**src/design/rp2_pkg.sv**
```systemverilog
// Shared package for the relative pose block.
// Holds the sequencer states, the control word for the iterative units,
// and the fixed-point constants and arctangent table. No dependencies.
package rp2_pkg;

    // Fixed-point constants: angles Q3.13, CORDIC Q2.30
    localparam int TABLE_LEN  = 24;
    localparam int ITER_W     = 5;
    localparam int SQRT_STEPS = 17;
    localparam int CORDIC_W   = 34;

    localparam logic signed [17:0] PI_Q13      = 18'sd25736;
    localparam logic signed [17:0] TWO_PI_Q13  = 18'sd51472;
    localparam logic signed [16:0] HALF_PI_Q13 = 17'sd12868;
    localparam logic [15:0]        DEG_MUL     = 16'd29335;
    localparam logic [31:0]        CORDIC_GAIN = 32'h26DD3B6A;

    // Command codes carried in the input tuser
    localparam logic CMD_REF    = 1'b0;
    localparam logic CMD_TARGET = 1'b1;

    // Arctangent of 2^-i in Q2.30, truncated
    localparam logic [31:0] ATAN_TAB [TABLE_LEN] = '{
        32'h3243F6A8, 32'h1DAC6705, 32'h0FADBAFC, 32'h07F56EA6,
        32'h03FEAB76, 32'h01FFD55B, 32'h00FFFAAA, 32'h007FFF55,
        32'h003FFFEA, 32'h001FFFFD, 32'h000FFFFF, 32'h0007FFFF,
        32'h0003FFFF, 32'h0001FFFF, 32'h0000FFFF, 32'h00007FFF,
        32'h00003FFF, 32'h00001FFF, 32'h00000FFF, 32'h000007FF,
        32'h000003FF, 32'h000001FF, 32'h000000FF, 32'h0000007F
    };

    // Sequencer states
    typedef enum logic [3:0] {
        S_IDLE,
        S_DIFF,
        S_WRAP,
        S_SQX,
        S_SQY,
        S_DEG,
        S_INIT,
        S_ITER,
        S_DONE
    } rp2_state_t;

    // Control word from the sequencer to the iterative units
    typedef struct packed {
        logic              load;
        logic              step;
        logic [ITER_W-1:0] iter;
    } rp2_ctl_t;

endpackage

```
**src/design/rp2_sqrt.sv**
```systemverilog
// Bit-serial integer square root with round-to-nearest, one root bit per step.
// Depends on rp2_pkg for the control word and step count.
module rp2_sqrt (
    input  logic             aclk,
    input  rp2_pkg::rp2_ctl_t ctl,
    input  logic [33:0]      radicand,
    output logic [16:0]      root
);
    import rp2_pkg::*;

    logic [33:0] op_reg;
    logic [18:0] rem_reg;
    logic [16:0] root_reg;
    logic [20:0] rem_sh;
    logic [20:0] trial;
    logic        take;

    // Bring down the next two radicand bits and try the next root bit
    assign rem_sh = {rem_reg[18:0], op_reg[33:32]};
    assign trial  = {2'b00, root_reg, 2'b01};
    assign take   = (rem_sh >= trial);

    always_ff @(posedge aclk) begin
        if (ctl.load) begin
            op_reg   <= radicand;
            rem_reg  <= '0;
            root_reg <= '0;
        end else if (ctl.step && (ctl.iter < ITER_W'(SQRT_STEPS))) begin
            op_reg <= {op_reg[31:0], 2'b00};
            if (take) begin
                rem_reg  <= 19'(rem_sh - trial);
                root_reg <= {root_reg[15:0], 1'b1};
            end else begin
                rem_reg  <= rem_sh[18:0];
                root_reg <= {root_reg[15:0], 1'b0};
            end
        end
    end

    // Remainder is s - r*r; round up when it exceeds r
    assign root = (rem_reg > {2'b00, root_reg}) ? 17'(root_reg + 17'd1) : root_reg;

endmodule

```
**src/design/rp2_cordic.sv**
```systemverilog
// Rotation-mode CORDIC, one micro-rotation per step, giving cosine and sine.
// Depends on rp2_pkg for the arctangent table, gain and control word.
module rp2_cordic #(
    parameter int CORDIC_ITERS = 16
) (
    input  logic                aclk,
    input  rp2_pkg::rp2_ctl_t   ctl,
    input  logic signed [15:0]  angle,
    output logic signed [15:0]  cosine,
    output logic signed [15:0]  sine
);
    import rp2_pkg::*;

    localparam int ITERS = (CORDIC_ITERS > TABLE_LEN) ? TABLE_LEN : CORDIC_ITERS;

    logic signed [CORDIC_W-1:0] x_reg, y_reg, z_reg;
    logic                       neg_reg;
    logic signed [16:0]         ang_e;
    logic signed [16:0]         ang_f;
    logic                       ang_neg;
    logic signed [CORDIC_W-1:0] dx, dy, atan_v;
    logic signed [CORDIC_W-1:0] x_rnd, y_rnd;

    function automatic logic signed [15:0] fix_out(input logic signed [17:0] q,
                                                   input logic neg);
        logic signed [18:0] v;
        begin
            v = neg ? -{q[17], q} : {q[17], q};
            if (v > 19'sd16384)
                fix_out = 16'sd16384;
            else if (v < -19'sd16384)
                fix_out = -16'sd16384;
            else
                fix_out = v[15:0];
        end
    endfunction

    // Fold the angle into [-pi/2, pi/2]; results negated when folded
    always_comb begin
        ang_e   = {angle[15], angle};
        ang_f   = ang_e;
        ang_neg = 1'b0;
        if (ang_e > HALF_PI_Q13) begin
            ang_f   = 17'(ang_e - PI_Q13[16:0]);
            ang_neg = 1'b1;
        end else if (ang_e < -HALF_PI_Q13) begin
            ang_f   = 17'(ang_e + PI_Q13[16:0]);
            ang_neg = 1'b1;
        end
    end

    // Shared shifter and adders for one micro-rotation
    assign dx     = y_reg >>> ctl.iter;
    assign dy     = x_reg >>> ctl.iter;
    assign atan_v = {2'b00, ATAN_TAB[ctl.iter]};

    always_ff @(posedge aclk) begin
        if (ctl.load) begin
            x_reg   <= CORDIC_W'(CORDIC_GAIN);
            y_reg   <= '0;
            z_reg   <= {ang_f, 17'b0};
            neg_reg <= ang_neg;
        end else if (ctl.step && (ctl.iter < ITER_W'(ITERS))) begin
            if (!z_reg[CORDIC_W-1]) begin
                x_reg <= x_reg - dx;
                y_reg <= y_reg + dy;
                z_reg <= z_reg - atan_v;
            end else begin
                x_reg <= x_reg + dx;
                y_reg <= y_reg - dy;
                z_reg <= z_reg + atan_v;
            end
        end
    end

    // Round Q4.30 to Q2.14, restore sign, clamp to +-1.0
    assign x_rnd  = x_reg + CORDIC_W'(32768);
    assign y_rnd  = y_reg + CORDIC_W'(32768);
    assign cosine = fix_out(x_rnd[CORDIC_W-1:16], neg_reg);
    assign sine   = fix_out(y_rnd[CORDIC_W-1:16], neg_reg);

endmodule

```
**src/design/relative_pose_2d_top.sv**
```systemverilog
// Relative pose of a target body to a reference body in the plane.
// Reference update: stores the reference pose, no result; s_tready stays high.
// Target update: the sequencer runs DIFF, WRAP, SQX, SQY, DEG and INIT, then
// the shared square-root and CORDIC iteration loop, and waits in DONE until
// the output register can be loaded; s_tready rises with m_tvalid (one target at a time).
// Reset (aresetn low, synchronous) clears the reference pose and the sequencer.
module relative_pose_2d_top #(
    parameter int CORDIC_ITERS = 16
) (
    input  logic         aclk,
    input  logic         aresetn,
    input  logic         s_tvalid,
    output logic         s_tready,
    input  logic [47:0]  s_tdata,   // pos_x[15:0], pos_y[31:16], heading[47:32]
    input  logic [0:0]   s_tuser,   // cmd[0]
    output logic         m_tvalid,
    input  logic         m_tready,
    // offset_x[16:0], offset_y[33:17], distance[50:34], angle_rad[66:51],
    // angle_deg[81:67], cosine[97:82], sine[113:98], zero fill above
    output logic [119:0] m_tdata
);
    import rp2_pkg::*;

    localparam int NSTEPS = (CORDIC_ITERS > SQRT_STEPS) ? CORDIC_ITERS : SQRT_STEPS;

    rp2_state_t state_reg, state_next;
    rp2_ctl_t   ctl;

    logic [ITER_W-1:0] cnt_reg;
    logic [15:0]  ref_x_reg, ref_y_reg;
    logic signed [15:0] ref_h_reg;
    logic [15:0]  px_reg, py_reg;
    logic signed [15:0] h_reg;
    logic signed [16:0] tx_reg, ty_reg, diff_reg;
    logic signed [15:0] angle_reg;
    logic         angle_neg_reg;
    logic [14:0]  amag_reg;
    logic [15:0]  ax_reg, ay_reg;
    logic [31:0]  prod_reg;
    logic [33:0]  sum_reg;
    logic signed [14:0] deg_reg;
    logic         m_tvalid_reg;
    logic [119:0] m_tdata_reg;

    logic         s_xfer, load_out;
    logic signed [17:0] wrap_v;
    logic [15:0]  mul_a, mul_b;
    logic [32:0]  deg_rnd;
    logic [14:0]  deg_mag;
    logic [16:0]  root_v;
    logic signed [15:0] cos_v, sin_v;

    assign s_tready = (state_reg == S_IDLE);
    assign s_xfer   = s_tvalid && s_tready;
    assign load_out = (state_reg == S_DONE) && (!m_tvalid_reg || m_tready);

    // Sequencer state register
    always_ff @(posedge aclk) begin
        if (!aresetn) begin
            state_reg <= S_IDLE;
        end else begin
            state_reg <= state_next;
        end
    end

    // Next state and unit control
    always_comb begin
        state_next = state_reg;
        ctl.load   = 1'b0;
        ctl.step   = 1'b0;
        ctl.iter   = cnt_reg;
        unique case (state_reg)
            S_IDLE: begin
                if (s_xfer && (s_tuser[0] == CMD_TARGET))
                    state_next = S_DIFF;
            end
            S_DIFF: state_next = S_WRAP;
            S_WRAP: state_next = S_SQX;
            S_SQX:  state_next = S_SQY;
            S_SQY:  state_next = S_DEG;
            S_DEG:  state_next = S_INIT;
            S_INIT: begin
                ctl.load   = 1'b1;
                state_next = S_ITER;
            end
            S_ITER: begin
                ctl.step = 1'b1;
                if (cnt_reg == ITER_W'(NSTEPS - 1))
                    state_next = S_DONE;
            end
            S_DONE: begin
                if (load_out)
                    state_next = S_IDLE;
            end
            default: state_next = S_IDLE;
        endcase
    end

    // Iteration counter
    always_ff @(posedge aclk) begin
        if (!aresetn) begin
            cnt_reg <= '0;
        end else if (state_reg == S_ITER) begin
            cnt_reg <= ITER_W'(cnt_reg + 1'b1);
        end else begin
            cnt_reg <= '0;
        end
    end

    // Reference pose
    always_ff @(posedge aclk) begin
        if (!aresetn) begin
            ref_x_reg <= '0;
            ref_y_reg <= '0;
            ref_h_reg <= '0;
        end else if (s_xfer && (s_tuser[0] == CMD_REF)) begin
            ref_x_reg <= s_tdata[15:0];
            ref_y_reg <= s_tdata[31:16];
            ref_h_reg <= s_tdata[47:32];
        end
    end

    // Heading difference wrapped once by 2*pi
    always_comb begin
        wrap_v = {diff_reg[16], diff_reg};
        if (wrap_v > PI_Q13)
            wrap_v = wrap_v - TWO_PI_Q13;
        else if (wrap_v < -PI_Q13)
            wrap_v = wrap_v + TWO_PI_Q13;
    end

    // Shared multiplier operand select
    always_comb begin
        unique case (state_reg)
            S_SQY:   begin mul_a = ay_reg;           mul_b = ay_reg;  end
            S_DEG:   begin mul_a = {1'b0, amag_reg}; mul_b = DEG_MUL; end
            default: begin mul_a = ax_reg;           mul_b = ax_reg;  end
        endcase
    end

    // Degrees: round half up on the magnitude, then restore sign
    assign deg_rnd = {1'b0, prod_reg} + 33'd32768;
    assign deg_mag = deg_rnd[30:16];

    // Datapath registers
    always_ff @(posedge aclk) begin
        if (s_xfer) begin
            px_reg <= s_tdata[15:0];
            py_reg <= s_tdata[31:16];
            h_reg  <= s_tdata[47:32];
        end
        if (state_reg == S_DIFF) begin
            tx_reg   <= 17'({1'b0, px_reg} - {1'b0, ref_x_reg});
            ty_reg   <= 17'({1'b0, py_reg} - {1'b0, ref_y_reg});
            diff_reg <= 17'({h_reg[15], h_reg} - {ref_h_reg[15], ref_h_reg});
        end
        if (state_reg == S_WRAP) begin
            angle_reg     <= wrap_v[15:0];
            angle_neg_reg <= wrap_v[17];
            amag_reg      <= wrap_v[17] ? 15'(-wrap_v) : wrap_v[14:0];
            ax_reg        <= tx_reg[16] ? 16'(-tx_reg) : tx_reg[15:0];
            ay_reg        <= ty_reg[16] ? 16'(-ty_reg) : ty_reg[15:0];
        end
        if (state_reg == S_SQX || state_reg == S_SQY || state_reg == S_DEG)
            prod_reg <= mul_a * mul_b;
        if (state_reg == S_SQY)
            sum_reg <= {2'b00, prod_reg};
        if (state_reg == S_DEG)
            sum_reg <= sum_reg + {2'b00, prod_reg};
        if (state_reg == S_INIT)
            deg_reg <= angle_neg_reg ? 15'(-deg_mag) : deg_mag;
    end

    rp2_sqrt u_sqrt (
        .aclk     (aclk),
        .ctl      (ctl),
        .radicand (sum_reg),
        .root     (root_v)
    );

    rp2_cordic #(
        .CORDIC_ITERS (CORDIC_ITERS)
    ) u_cordic (
        .aclk   (aclk),
        .ctl    (ctl),
        .angle  (angle_reg),
        .cosine (cos_v),
        .sine   (sin_v)
    );

    // Output register
    always_ff @(posedge aclk) begin
        if (!aresetn) begin
            m_tvalid_reg <= 1'b0;
        end else if (load_out) begin
            m_tvalid_reg <= 1'b1;
        end else if (m_tready) begin
            m_tvalid_reg <= 1'b0;
        end
    end

    always_ff @(posedge aclk) begin
        if (load_out)
            m_tdata_reg <= {6'b0, sin_v, cos_v, deg_reg, angle_reg, root_v, ty_reg, tx_reg};
    end

    assign m_tvalid = m_tvalid_reg;
    assign m_tdata  = m_tdata_reg;

endmodule

```
**config.mk**
```make
export PLATFORM = sky130hd
export DESIGN_NAME = relative_pose_2d_top
export DESIGN_NICKNAME = d
export VERILOG_FILES = /design/src/design/rp2_pkg.sv /design/src/design/rp2_sqrt.sv /design/src/design/rp2_cordic.sv /design/src/design/relative_pose_2d_top.sv
export SDC_FILE = /design/constraint.sdc
export NUM_CORES = 2
export LEC_CHECK = 0
export BUFFER_PORTS_ARGS = -buffer_cell sky130_fd_sc_hd__buf_2
export CORE_MARGIN = 8
export CORE_UTILIZATION = 36
export CTS_BUF_LIST = sky130_fd_sc_hd__clkbuf_8
export CTS_CLUSTER_DIAMETER = 200
export DETAILED_ROUTE_END_ITERATION = 10
export PLACE_DENSITY = 0.5
export SYNTH_ARGS = -nofsm -noshare
export SYNTH_HDL_FRONTEND = slang
export SYNTH_SLANG_ARGS = --single-unit
```
**constraint.sdc**
```tcl
create_clock -name aclk -period 20.6 [get_ports aclk]
set_clock_uncertainty 0.15 [all_clocks]
set_input_delay 6.18 -clock aclk [delete_from_list [all_inputs] [get_ports aclk]]
set_output_delay 6.18 -clock aclk [all_outputs]
set_load 0.03 [all_outputs]
```
== Word level (Yosys, flattened, before mapping) ==
Memory sizes are Yosys's and may differ from the RTL's.
Cells that the tools add are included.
Word-level totals
  flip-flop bits (word level): 589
  bits in writable memories: 0
  memories kept: 1
  bits of input ports: 53
  memory bits (read-only): 1024
  word-level logic and storage cells: 146
  latch bits: 0
  output and inout bits: 122
Operators by class
  bitwise gates (word level): 2
  multiplexer cells: 37
  reductions and logical operators: 19
  shift operators: 2
  add/sub/neg operators: 26
  equality and inequality tests: 12
  $lt $le $gt $ge: 13
  div/mod/pow operators: 0
  $mul: 1
Memory list
  (no name shown): words 32, bits a word 32, rd ports 1, clocked after Yosys merged registers in 0, wr ports 0, RTL line rp2_cordic.sv:55  | assign atan_v = {2'b00, ATAN_TAB[ctl.iter]};
Operators with widths (count)
  $mux W34: 9
  $add A34 B17 Y34 const B: 2
  $add A34 B34 Y34: 2
  $sshr A34 B5 Y34: 2
  $sub A34 B34 Y34: 2
  $mux W16: 4
  $mux W32: 2
  $pmux W16 S2: 2
  $mux W19: 3
  $mux W17: 3
  $sub A16 B16 Y17: 3
  $gt A19 B16 Y1 const B: 2
  $lt A19 B15 Y1 const B: 2
  $neg A19 Y19: 2
  $mux W18: 2
  $pmux W4 S9: 1
  $add A34 B32 Y34: 1
  $add A34 B33 Y34: 1
  $sub A34 B33 Y34: 1
  $mul A16 B16 Y32: 1
  $neg A16 Y16: 2
  $add A31 B16 Y31 const B: 1
  $mux W15: 2
  $neg A15 Y15: 2
  other kinds (34): 58

== Logic depth before layout (Yosys ltp) ==
  depth in word-level cells: 8
  mapped depth: 33
  depth with buffers taken out: 31

== Modules after synthesis ==
From an unflattened synthesis, not the netlist that was laid out.
Second synthesis, totals
  cells, all modules: 5466
  area total of the unflattened synthesis: 50517.2 µm²
Modules (own cells, without submodules)
  relative_pose_2d_top: seq. area each 11881.4 µm², area an instance 27752.9 µm², instances 1, cells an instance 2609
  rp2_cordic: seq. area each 2242.2 µm², area an instance 18534.0 µm², instances 1, cells an instance 2404
  rp2_sqrt: seq. area each 1741.7 µm², area an instance 4230.3 µm², instances 1, cells an instance 453

== Worst setup path before layout ==
Ideal clock, no wire load.
  path kind: input to register
  from: input port m_tready
  to: register m_tdata_reg[0] (netlist: m_tdata[0]) (enable)
  arrival: 11.293 ns
  setup time: 0.602 ns
  path buffers: 0
  data required time: 19.848 ns
  stages: 2
  slack: 8.555 ns
  cells stage by stage: nor2b_1 nor2b_1
On the way
  word-level cells in the longest chain between the ends: 2
RTL lines
  start, declared: RTL line relative_pose_2d_top.sv:17  | input logic m_tready,
  $logic_or A1 B1 Y1: RTL line relative_pose_2d_top.sv:55  | assign load_out = (state_reg == S_DONE) && (!m_tvalid_reg || m_tready);
  $logic_and A1 B1 Y1: RTL line relative_pose_2d_top.sv:55
  via load_out: RTL line relative_pose_2d_top.sv:45  | logic s_xfer, load_out;
  end signal, assigned: RTL line relative_pose_2d_top.sv:204  | m_tdata_reg <= {6'b0, sin_v, cos_v, deg_reg, angle_reg, root_v, ty_reg, tx_reg};
  end, declared: RTL line relative_pose_2d_top.sv:43  | logic [119:0] m_tdata_reg;
The timed path passes the listed nets, and every way through them passes these cells.
A chain may end at the register's enable or synchronous reset.

== Worst setup path in the final report ==
  from: register state_reg[2]
  to: register prod_reg[29], data pin
On the way
  word-level cells in the longest chain between the ends: 3
  elaborated cells on any way between the ends: 5
  classes of those cells: 1 x mul; 2 x eq/ne; 2 x mux
RTL lines
  start, declared: RTL line relative_pose_2d_top.sv:26  | rp2_state_t state_reg, state_next;
  start signal, assigned: RTL line relative_pose_2d_top.sv:62  | state_reg <= state_next;
  $eq A4 B3 Y1: RTL line relative_pose_2d_top.sv:134  | unique case (state_reg)
  $pmux W16 S2: RTL line relative_pose_2d_top.sv:134
  $mul A16 B16 Y32 (*): RTL line relative_pose_2d_top.sv:165  | prod_reg <= mul_a * mul_b;
  end signal, assigned: RTL line relative_pose_2d_top.sv:165
  end, declared: RTL line relative_pose_2d_top.sv:39  | logic [31:0] prod_reg;
Mark *: on every way between the ends. The rest lies on a longest branch, timed or not.

==> impl_metrics.yaml <==
run_status:
  status: "complete, no violations"
final_layout:
  largest_reg_flops: 114
  final_area_sq_mm: 0.05432
  n_fill_cell: 13822
  nets: 6086
  area_delta_synth_final_pct: 9.717
  drive_gt1_share_pct: 9.820
synth:
  synth.distinct_cells: 100
  synth_enable_flop_cells: 409
  yosys.area.top_type: "edfxtp_1"
  synth_warnings: 0
  ys_seq_area_share_pct: 32.05
  synth_common_cells: "nand2_1 (694), nor2_1 (453), inv_1 (436), edfxtp_1 (409), ha_1 (327)"
  synthTopCellsByArea: "edfxtp_1 (25%), ha_1 (8.3%), fa_1 (8.1%)"
  syn_inst: 5434
  postSynthAreaPerCell_sq_um: 9.111
  synth_most_common_cell: "nand2_1"
  syn_area_sq_mm: 0.04951
  synth.top_cell.area_share_pct: 24.81
  synthArstFlopShare_pct: 0
  synth_seq_cells: 588
  synth-main-ff-cell: "edfxtp_1"
routing:
  ant_nets: 0
  drtPass1Iterations: 6
  routed_wl_um: 142400
  drc: 0
  vias_per_cell: 5.369
  vias: 39713
  wire_per_inst_um: 19.26
  drt_first_iter_violations: 2629
critical_path:
  rr_endpoint: "prod_reg[29]$_DFFE_PP_"
  cp_top_family: "adder cells"
  crit_arrival_ps: 10310
  rrSetupSlack_ps: 10710
  startpoint: "state_reg[2]$_SDFFE_PN0P_"
  rr_worst_depth: 28
  r2r_start: "state_reg[2]$_SDFFE_PN0P_"
  slowest_stage: "inv_2"
  cp.required_ps: 21010
  crit_type: "register to register"
  path_buf_inv: 6
  endpoint: "prod_reg[29]$_DFFE_PP_"
  worst-path-stages: 28
  end_kind: "register"
  cp_common_cell: "fa_1"
  critical_path.max_fanout: 67
  start_kind: "register"
  critPathMaxStageDelay_ps: 930
global_routing:
  grt_pass1_wl_um: 223600
  grt_pass1_vias: 38943
  grt_max_degree: 90
  grt.total_usage_pct: 18.31
  overflow: 0
  antenna_found_initial: 3
clock_network:
  ctsResizeCount: 0
  clkTransAtPathRegs_ps: 60
  cts_tree: "yes"
  numCtsBuffers: 110
  cts_max_level: 3
  postCtsSetupBuffers: 0
  clock_path_buffers: 3
  cts_sinks: 588
  root_buffer: "clkbuf_8"
  clk_latency_ps: 830
  cts_hold_buf: 0
placement:
  io_buffers: 168
  post_dp_cell_area_sq_mm: 0.05199
  gp_congestion: 0.9375
  dp_hpwl_um: 106300
sta:
  finalHoldViolCount: 0
  finalCriticalPeriod_ps: 9895
  tns_ps: 0
  drv_slew: 0
  rsz0062_at_grt: "false"
  fmax_ghz: 0.1011
  period_share_pct: 48.03
  slew_headroom_pct: 18.95
  worst_pin_slew_ps: 1216
  setup_viol: 0
flow_run:
  max-cap-violations: 0
floorplanning:
  core.rowCount: 136
  ios: 175
  start_util_pct: 36.14
  die_y_um: 386.8
  dieArea_sq_mm: 0.1496
  die_w_um: 386.8
  core_sq_mm: 0.1370
hold_path:
  hp-class: "register to register"
  holdPathStages: 0
## per-stage QoR
stage | cells | hold WS [ps] | util (%) | setup slack (ps)
detailed placement | 7187 | 256.3 | 37.95 | 10670
finish | 7397 | 268.8 | 39.65 | 10710
CTS | 7395 | 268.8 | 39.65 | 10690
global placement | 7187 | 253.3 | 37.95 | 10980
global route | 7396 | 283.2 | 39.65 | 9977
floorplan | 5439 | 250.3 | - | 8555
## placed cells by master (no fill, tap or decap), drive strengths merged, types with 108 or more instances in the layout
| cell type | Yosys | final |
|---|---|---|
| xnor2 | 274 | 274 |
| inv | 438 | 478 |
| nor3 | 108 | 108 |
| nor2 | 453 | 453 |
| xor2 | 160 | 160 |
| clkbuf | 204 | 123 |
| fa | 201 | 201 |
| buf | 69 | 227 |
| o21ai | 315 | 315 |
| a21oi | 288 | 288 |
| nand3 | 158 | 158 |
| dfxtp | 179 | 179 |
| nand2 | 694 | 694 |
| edfxtp | 409 | 409 |
| ha | 327 | 327 |
## routing by layer
metal / global-route usage (%) / vias up / share of wire, %
met3: 3.701 / 263 / 6.3
met1: 25.14 / 18945 / 46
li1: - / 19394 / -
met2: 28.58 / 1111 / 44
met5: 0 / - / 0
met4: 6.593 / 0 / 3.7
## logic make-up after synthesis
| logic type | synth area share [%] |
|---|---|
| other cells | 0.007575 |
| mux | 6.033 |
| buf+inv | 5.762 |
| fa+ha+maj | 16.39 |
| xor+xnor | 7.678 |
| compound gates | 16.05 |
| flops | 32.05 |
| simple gates | 16.03 |
## cell type report
type	count	area (sq um)	share of cell area [%]
Multi-Input combinational cell	4130	30900	56.88
Sequential cell	588	15880	29.23
Tap cell	1794	2245	4.132
Clock buffer	123	1693	3.117
Inverter	448	1684	3.100
Timing Repair Buffer	227	1284	2.363
Clock inverter	85	631.9	1.163
Antenna cell	2	5.005	0.009214
## how the worst min path moves through the flow
stage                                      from                    end  slack [ps]
final                     deg_reg[11]$_DFFE_PP_  m_tdata[78]$_DFFE_PP_         270
after global routing       deg_reg[8]$_DFFE_PP_  m_tdata[75]$_DFFE_PP_         280
after CTS                 deg_reg[11]$_DFFE_PP_  m_tdata[78]$_DFFE_PP_         270
after detailed placement  deg_reg[13]$_DFFE_PP_  m_tdata[80]$_DFFE_PP_         260
after global placement    deg_reg[14]$_DFFE_PP_  m_tdata[81]$_DFFE_PP_         250
after floorplan            deg_reg[0]$_DFFE_PP_  m_tdata[67]$_DFFE_PP_         250
Power is not shown: default switching activity piles up to over one toggle a cycle in this logic, so the estimate is an artifact.
